`src/wcm_pkg.sv`:
```
// ---------------------------------------------------------------------------
// wcm_pkg
// Types and constants shared by the wall column texture mapper modules.
// ---------------------------------------------------------------------------
package wcm_pkg;

   localparam logic CMD_BEGIN = 1'b0;
   localparam logic CMD_PIXEL = 1'b1;

   localparam logic [2:0] FACE_NORTH = 3'd1;
   localparam logic [2:0] FACE_WEST  = 3'd4;

   typedef struct packed {
      logic        command;
      logic [9:0]  column;
      logic [15:0] wall_height;
      logic [8:0]  span_bottom;
      logic [8:0]  span_top;
      logic [2:0]  face;
      logic [5:0]  texel_column;
   } req_type;

   typedef struct packed {
      logic [18:0] frame_address;
      logic [1:0]  texture_face;
      logic [11:0] texture_offset;
      logic        last_in_column;
   } rsp_type;

   typedef struct packed {
      logic [9:0]  column;
      logic [8:0]  row;
      logic [8:0]  end_row;
      logic [31:0] position;
      logic [31:0] step;
      logic [1:0]  face;
      logic [5:0]  texcol;
   } col_type;

   typedef enum logic [1:0] {
      ST_IDLE,
      ST_DIVIDE,
      ST_MULTIPLY,
      ST_FINISH
   } state_type;

endpackage

```
`src/wcm_divider.sv`:
```
// ---------------------------------------------------------------------------
// wcm_divider
// Restoring divider, 32-bit dividend by 16-bit divisor, one quotient bit
// per cycle. done pulses for one cycle when the quotient is valid.
// ---------------------------------------------------------------------------
module wcm_divider
   import wcm_pkg::*;
(
   input  logic        clock,
   input  logic        reset,
   input  logic        start,
   input  logic [31:0] dividend,
   input  logic [15:0] divisor,
   output logic        done,
   output logic [31:0] quotient
);

   logic        busy_ff, busy_in;
   logic        done_ff, done_in;
   logic [4:0]  cnt_ff, cnt_in;
   logic [31:0] dvd_ff, dvd_in;
   logic [15:0] rem_ff, rem_in;
   logic [15:0] dsr_ff, dsr_in;
   logic [16:0] rem_shift;
   logic [16:0] diff;
   logic        ge;

   assign rem_shift = {rem_ff, dvd_ff[31]};
   assign diff      = rem_shift - {1'b0, dsr_ff};
   assign ge        = rem_shift >= {1'b0, dsr_ff};

   always_comb begin
      busy_in = busy_ff;
      done_in = 1'b0;
      cnt_in  = cnt_ff;
      dvd_in  = dvd_ff;
      rem_in  = rem_ff;
      dsr_in  = dsr_ff;
      if (start) begin
         busy_in = 1'b1;
         cnt_in  = 5'd31;
         dvd_in  = dividend;
         rem_in  = '0;
         dsr_in  = divisor;
      end else if (busy_ff) begin
         dvd_in = {dvd_ff[30:0], ge};
         rem_in = ge ? diff[15:0] : rem_shift[15:0];
         cnt_in = cnt_ff - 5'd1;
         if (cnt_ff == 5'd0) begin
            busy_in = 1'b0;
            done_in = 1'b1;
         end
      end
   end

   always_ff @(posedge clock) begin
      if (reset) begin
         busy_ff <= 1'b0;
         done_ff <= 1'b0;
         cnt_ff  <= '0;
      end else begin
         busy_ff <= busy_in;
         done_ff <= done_in;
         cnt_ff  <= cnt_in;
      end
      dvd_ff <= dvd_in;
      rem_ff <= rem_in;
      dsr_ff <= dsr_in;
   end

   assign done     = done_ff;
   assign quotient = dvd_ff;

endmodule

```
`src/wcm_pixel_gen.sv`:
```
// ---------------------------------------------------------------------------
// wcm_pixel_gen
// Per-pixel datapath: frame address, texture offset, last-row flag and the
// saturating advance of the texture position.
// ---------------------------------------------------------------------------
module wcm_pixel_gen
   import wcm_pkg::*;
#(
   parameter int SCREEN_WIDTH = 640,
   parameter int TEX_SIZE     = 64
) (
   input  col_type     col,
   output rsp_type     pix,
   output logic [31:0] next_position
);

   localparam logic [15:0] TexMax   = 16'(TEX_SIZE - 1);
   localparam logic [21:0] ScreenW  = 22'(SCREEN_WIDTH);
   localparam logic [16:0] TexSize  = 17'(TEX_SIZE);

   logic [15:0] trow_raw;
   logic [7:0]  trow;
   logic [21:0] addr_full;
   logic [16:0] off_full;
   logic [32:0] pos_sum;

   always_comb begin
      trow_raw  = col.position[31:16];
      trow      = (trow_raw > TexMax) ? TexMax[7:0] : trow_raw[7:0];
      addr_full = 22'(col.row) * ScreenW + 22'(col.column);
      off_full  = TexSize * 17'(trow) + 17'(col.texcol);
      pos_sum   = {1'b0, col.position} + {1'b0, col.step};

      pix.frame_address  = addr_full[18:0];
      pix.texture_face   = col.face;
      pix.texture_offset = off_full[11:0];
      pix.last_in_column = (col.row + 9'd1) == col.end_row;

      next_position = pos_sum[32] ? 32'hFFFF_FFFF : pos_sum[31:0];
   end

endmodule

```
`src/wall_column_texture_mapper.sv`:
```
// ---------------------------------------------------------------------------
// wall_column_texture_mapper
// Texture mapping for one screen column of a wall: a begin transaction sets
// up step and start position, each pixel transaction for an active column yields one address pair.
//
//   channel  ports                          direction  transaction
//   req      req_valid req_stall req_data   in         begin or pixel
//   rsp      rsp_valid rsp_stall rsp_data   out        one pixel
//
// Pixel transactions: one per cycle unless a result waits on rsp_stall; the result is registered.
// Begin transactions: req stays stalled while the restoring divider runs (ST_DIVIDE),
// then through a multiply step (ST_MULTIPLY) and a saturate step (ST_FINISH).
// Invalid begins (zero height, empty span, bad face) start no divide and leave no column active.
// reset is synchronous; req_stall also holds while a result waits on rsp_stall.
// ---------------------------------------------------------------------------
module wall_column_texture_mapper
   import wcm_pkg::*;
#(
   parameter int SCREEN_WIDTH  = 640,
   parameter int SCREEN_HEIGHT = 480,
   parameter int TEX_SIZE      = 64
) (
   input  logic    clock,
   input  logic    reset,
   input  logic    req_valid,
   output logic    req_stall,
   input  req_type req_data,
   output logic    rsp_valid,
   input  logic    rsp_stall,
   output rsp_type rsp_data
);

   localparam logic [31:0] TexOne  = 32'(TEX_SIZE) << 16;
   localparam logic [17:0] ScreenH = 18'(SCREEN_HEIGHT);
   localparam logic [7:0]  TexMax  = 8'(TEX_SIZE - 1);

   state_type   state_ff, state_in;
   logic        active_ff, active_in;
   col_type     col_ff, col_in;
   logic [16:0] n_ff, n_in;
   logic [48:0] prod_ff, prod_in;
   logic        rsp_valid_ff, rsp_valid_in;
   rsp_type     rsp_data_ff, rsp_data_in;

   logic        req_fire;
   logic        begin_ok;
   logic        div_start;
   logic        div_done;
   logic        pixel_fire;
   logic        begin_fire;
   logic [31:0] quotient;
   rsp_type     pix;
   logic [31:0] next_position;
   logic [17:0] n_sum;
   logic [17:0] n_diff;
   logic [7:0]  tc_wide;
   logic [2:0]  face_m1;

   wcm_divider u_divider (
      .clock    (clock),
      .reset    (reset),
      .start    (div_start),
      .dividend (TexOne),
      .divisor  (req_data.wall_height),
      .done     (div_done),
      .quotient (quotient)
   );

   wcm_pixel_gen #(
      .SCREEN_WIDTH (SCREEN_WIDTH),
      .TEX_SIZE     (TEX_SIZE)
   ) u_pixel_gen (
      .col           (col_ff),
      .pix           (pix),
      .next_position (next_position)
   );

   assign req_stall = (state_ff != ST_IDLE) || (rsp_valid_ff && rsp_stall);
   assign req_fire  = req_valid && !req_stall;
   assign begin_ok  = (req_data.wall_height != 16'd0)
                   && (req_data.span_bottom < req_data.span_top)
                   && (req_data.face >= FACE_NORTH)
                   && (req_data.face <= FACE_WEST);
   assign n_sum     = 18'({req_data.span_bottom, 1'b0}) + 18'(req_data.wall_height);
   assign n_diff    = n_sum - ScreenH;
   assign tc_wide   = {2'b00, req_data.texel_column};
   assign face_m1   = req_data.face - 3'd1;

   // next state
   always_comb begin
      state_in = state_ff;
      unique case (state_ff)
         ST_IDLE:     if (div_start) state_in = ST_DIVIDE;
         ST_DIVIDE:   if (div_done) state_in = ST_MULTIPLY;
         ST_MULTIPLY: state_in = ST_FINISH;
         ST_FINISH:   state_in = ST_IDLE;
         default:     state_in = ST_IDLE;
      endcase
   end

   // control outputs
   always_comb begin
      begin_fire = 1'b0;
      pixel_fire = 1'b0;
      div_start  = 1'b0;
      unique case (state_ff)
         ST_IDLE: begin
            begin_fire = req_fire && (req_data.command == CMD_BEGIN);
            pixel_fire = req_fire && (req_data.command == CMD_PIXEL) && active_ff;
            div_start  = begin_fire && begin_ok;
         end
         default: begin
            begin_fire = 1'b0;
         end
      endcase
   end

   // datapath
   always_comb begin
      active_in    = active_ff;
      col_in       = col_ff;
      n_in         = n_ff;
      prod_in      = prod_ff;
      rsp_valid_in = rsp_valid_ff && rsp_stall;
      rsp_data_in  = rsp_data_ff;

      if (begin_fire) begin
         active_in = 1'b0;
      end
      if (div_start) begin
         col_in.column  = req_data.column;
         col_in.row     = req_data.span_bottom;
         col_in.end_row = req_data.span_top;
         col_in.face    = face_m1[1:0];
         col_in.texcol  = (tc_wide > TexMax) ? TexMax[5:0] : req_data.texel_column;
         n_in           = (n_sum > ScreenH) ? n_diff[16:0] : 17'd0;
      end
      if (pixel_fire) begin
         rsp_valid_in    = 1'b1;
         rsp_data_in     = pix;
         col_in.row      = col_ff.row + 9'd1;
         col_in.position = next_position;
         if (pix.last_in_column) begin
            active_in = 1'b0;
         end
      end
      if (state_ff == ST_MULTIPLY) begin
         col_in.step = quotient;
         prod_in     = 49'(n_ff) * 49'(quotient);
      end
      if (state_ff == ST_FINISH) begin
         col_in.position = (prod_ff[48:33] != 16'd0) ? 32'hFFFF_FFFF : prod_ff[32:1];
         active_in       = 1'b1;
      end
   end

   always_ff @(posedge clock) begin
      if (reset) begin
         state_ff     <= ST_IDLE;
         active_ff    <= 1'b0;
         rsp_valid_ff <= 1'b0;
      end else begin
         state_ff     <= state_in;
         active_ff    <= active_in;
         rsp_valid_ff <= rsp_valid_in;
      end
      col_ff      <= col_in;
      n_ff        <= n_in;
      prod_ff     <= prod_in;
      rsp_data_ff <= rsp_data_in;
   end

   assign rsp_valid = rsp_valid_ff;
   assign rsp_data  = rsp_data_ff;

   a_rsp_from_active: assert property (@(posedge clock) disable iff (reset)
      $rose(rsp_valid_ff) |-> $past(active_ff))
      else $error("pixel transaction issued without an active column");

   a_busy_stalls: assert property (@(posedge clock) disable iff (reset)
      (state_ff != ST_IDLE) |-> req_stall)
      else $error("req taken during column setup");

   a_finish_activates: assert property (@(posedge clock) disable iff (reset)
      (state_ff == ST_FINISH) |=> active_ff)
      else $error("column not active after setup");

   a_div_done_state: assert property (@(posedge clock) disable iff (reset)
      div_done |-> (state_ff == ST_DIVIDE))
      else $error("divider finished outside divide state");

endmodule

```
`config.mk`:
```
export PLATFORM = sky130hd
export DESIGN_NAME = wall_column_texture_mapper
export DESIGN_NICKNAME = d
export VERILOG_FILES = /design/src/wcm_pkg.sv /design/src/wcm_divider.sv /design/src/wcm_pixel_gen.sv /design/src/wall_column_texture_mapper.sv
export SDC_FILE = /design/constraint.sdc
export NUM_CORES = 2
export LEC_CHECK = 0
export BUFFER_PORTS_ARGS = -buffer_cell sky130_fd_sc_hd__clkbuf_2
export CORE_AREA = 5 5 294 296
export DETAILED_ROUTE_END_ITERATION = 10
export DIE_AREA = 0 0 299 301
export PLACE_DENSITY_LB_ADDON = 0.08
export SYNTH_ARGS = -nofsm -noshare
export SYNTH_HDL_FRONTEND = slang
export SYNTH_SLANG_ARGS = --single-unit
```
`constraint.sdc`:
```
create_clock -name clock -period 12.75 [get_ports clock]
set_input_delay 0 -clock clock [delete_from_list [all_inputs] [get_ports clock]]
set_output_delay 0 -clock clock [all_outputs]
set_load 0.02 [all_outputs]
```
==> impl_metrics.csv <==
group,metric,value,unit
outcome,status,"finished, final reports clean",
global_route,grt.total_usage,0.1953,
critical_path,critical-path-top-delay-family,"adder cells",
critical_path,regToRegStartpoint,"n_ff[4]$_SDFFCE_PP0P_",
critical_path,critPathMaxStageDelay,0.80,ns
global_route,grt_pass1_wl,139800,um
clock_tree,post_cts_buffers,0,
sta,period_minus_slack,7.458,ns
synth,syn_avg_cell_area,9.551,um^2
global_route,antenna_found_initial,1,
synth,synthFlopType,"edfxtp_1",
drt,vias,22690,
critical_path,crit_arrival,7.73,ns
die,rows,106,
synth,synth.distinct_cells,90,
critical_path,r2r_slack,5.29,ns
synth,synth_cells,3282,
critical_path,start_kind,"flop",
drt,postRouteAntennaNets,0,
clock_tree,clockBufferDepth,3,
die,start_util,0.3763,
clock_tree,clkTransAtPathRegs,0.06,ns
synth,yosys_warnings,0,
sta,finalSetupViolations,0,
final_layout,areaGrowthSynthToFinish,9.883,%
placed_design,hpwl,64820,um
critical_path,cp-end-kind,"flop",
synth,syn_nets,4009,
die,die_x,299,um
drt,initialDrtViolationCount,1217,
synth,ys_seq_area_frac,0.2437,
placed_design,io_buffers,93,
final_layout,fillCellCount,8217,
critical_path,required,13.03,ns
global_route,grt_start_max_net_pins,70,
drt,drc_errors,0,
sta,relSlewSlack,0.2407,
synth,synth_area_leader_cell,"fa_1",
critical_path,cp-startpoint,"n_ff[4]$_SDFFCE_PP0P_",
global_route,grt_pass1_vias,25000,
synth,synth_most_common_cell,"inv_1",
sta,setup_tns,0,ns
drt,vias_per_cell,5.106,
synth,synth_seq_cells,274,
sta,finalHoldViolCount,0,
clock_tree,cts_sinks,274,
placed_design,place_congestion,0.8444,
die,io_pins,94,
die,core-area,0.08329,mm^2
clock_tree,numCtsBuffers,35,
sta,fin_crit_sh,0.5850,
synth,synth-async-reset-ratio,0,
final_layout,layout-drive-gt1-share,0.06926,
drt,wl,86140,um
synth,yosys.area.top_type_share,0.2900,
synth,syn-cell-area,0.03135,mm^2
sta,maxSlewViolCount,0,
drt,wl_per_cell,19.38,um
critical_path,cp_cell_sequence,"buf_4, nand2_1, fa_1, fa_1, fa_1, inv_1, fa_1, fa_1, inv_1, fa_1, inv_1, ha_1, and4_1, nor4bb_1, a211o_1, a21oi_1, o21a_1, o31ai_2, a31o_2, a31oi_1, xnor2_1",
critical_path,crit_top_cell,"fa_1",
global_route,overflow,0,
critical_path,crit_slowest_cell,"edfxtp_1",
sta,fmax,0.1341,GHz
sta,finClkSkew,0.01030,ns
die,die_area,0.09000,mm^2
clock_tree,cts_root_buf,"clkbuf_16",
final_layout,n_antenna_cell,0,
clock_tree,cts_tree,"built",
clock_tree,htreeDepth,2,
die,die_height,301,um
worst_hold_path,hp-class,"input port to flop",
synth,synth_commonest_cells,"617 x inv_1, 454 x fa_1, 428 x nand2_1",
sta,worstMarginPinSlew,1.137,ns
critical_path,worstPathBufferInverterCount,4,
sta,rsz0062_at_grt,"false",
worst_hold_path,hp-start,"req_data[49]",
flow_run,cap_violations,0,
critical_path,path_max_fanout,18,
critical_path,path_class,"flop to flop",
synth,synth_edf_count,215,
synth,ys_top_cells_by_area,"fa_1 29%, edfxtp_1 21%, ha_1 8.6%",
drt,drt_pass1_iterations,5,
clock_tree,clk-insertion-delay-late,0.54,ns
final_layout,nets,4072,
[flip-flops by register name (all words and copies together) (netlist names)]
signal / cells
u_divider.cnt_ff: 5
prod_ff: 48
rsp_data: 34
u_divider.busy_ff: 1
n_ff: 17
col_ff: 100
u_divider.rem_ff: 16
u_divider.quotient: 32
state_ff: 2
u_divider.done: 1
u_divider.dsr_ff: 16
active_ff: 1
rsp_valid: 1
[per-stage QoR]
| stage | cell area, um^2 | worst slack [ns] | utilization | instances | hold slack [ns] |
|---|---|---|---|---|---|
| after global placement | 32850 | 5.555 | 0.3943 | 4331 | 0.1769 |
| after global routing | 34440 | 5.031 | 0.4135 | 4444 | 0.1627 |
| after detailed placement | 32850 | 5.372 | 0.3943 | 4331 | 0.1787 |
| final | 34440 | 5.292 | 0.4135 | 4444 | 0.1856 |
| after CTS | 34440 | 5.355 | 0.4135 | 4444 | 0.1479 |
| after floorplan | 31350 | 6.368 | - | 3282 | 0.09887 |
[cells by family (layout without fill, tap and decap cells)]
logic type	after synthesis	in the layout	share of synthesized area
compound gates	422	422	0.08790
xor+xnor	121	121	0.03381
fa+ha+maj	669	669	0.3758
buf+inv	783	865	0.09452
flops	274	274	0.2437
mux	43	43	0.01373
simple gates	970	970	0.1506
[final timing paths]
path	to	cells after the start
hold reg to reg	rsp_data[14]$_DFFE_PP_	0
setup reg to reg	prod_ff[41]$_DFFE_PP_	21
hold / removal	col_ff[96]$_DFFE_PP_	2
setup / recovery	prod_ff[41]$_DFFE_PP_	21
[per-layer routing]
metal,share of wire,global-route usage,up-vias
met3,0.040,0.02033,98
met1,0.46,0.2676,11640
met4,0.020,0.04089,0
li1,-,-,10490
met2,0.48,0.3385,463
met5,0,0,-
[what timing repair did]
item | CTS | global route
hold buffers | 57 | 0
gates resized for setup | 0 | 0
hold endpoints to repair | 68 | 0
[worst reg2reg max path, cell delays in order (launching register included)]
cell	delay (ns)
edfxtp_1	0.80
buf_4	0.39
nand2_1	0.13
fa_1	0.52
fa_1	0.46
fa_1	0.55
inv_1	0.06
fa_1	0.49
fa_1	0.49
inv_1	0.05
fa_1	0.47
inv_1	0.04
ha_1	0.37
and4_1	0.26
nor4bb_1	0.30
a211o_1	0.26
a21oi_1	0.13
o21a_1	0.29
o31ai_2	0.59
a31o_2	0.31
a31oi_1	0.11
xnor2_1	0.15
[layout make-up]
class | instances | area (um^2) | share of cell area
multi-input combinational | 2225 | 20760 | 0.6027
tap | 1080 | 1351 | 0.03923
clock inverter | 8 | 71.32 | 0.002071
timing repair buffer | 191 | 1344 | 0.03901
inverter | 618 | 2322 | 0.06742
sequential | 274 | 7639 | 0.2218
clock buffer | 48 | 955.9 | 0.02775
[placed cells by master, fill, tap and decap left out, types with 13 or more instances in the layout]
| cell | count |
|---|---|
| xor2_1 | 52 |
| nand2_1 | 428 |
| and3_1 | 13 |
| nor2_1 | 128 |
| dlygate4sd3_1 | 57 |
| a21o_1 | 51 |
| nand2b_1 | 15 |
| nor2b_1 | 22 |
| nand4_1 | 19 |
| a211oi_1 | 19 |
| mux2i_1 | 43 |
| nand3_1 | 27 |
| buf_4 | 41 |
| inv_1 | 616 |
| edfxtp_1 | 215 |
| fa_1 | 454 |
| xnor2_1 | 69 |
| o21a_1 | 17 |
| o21bai_1 | 17 |
| and2_1 | 219 |
| dfxtp_1 | 58 |
| ha_1 | 214 |
| o21ai_0 | 68 |
| a21oi_1 | 144 |
| clkbuf_16 | 36 |
| nor3_1 | 28 |
| clkbuf_2 | 93 |
Power is left out: the tool's default activity adds up to more than one toggle a clock period on the data nets, which glitch-free logic cannot reach.
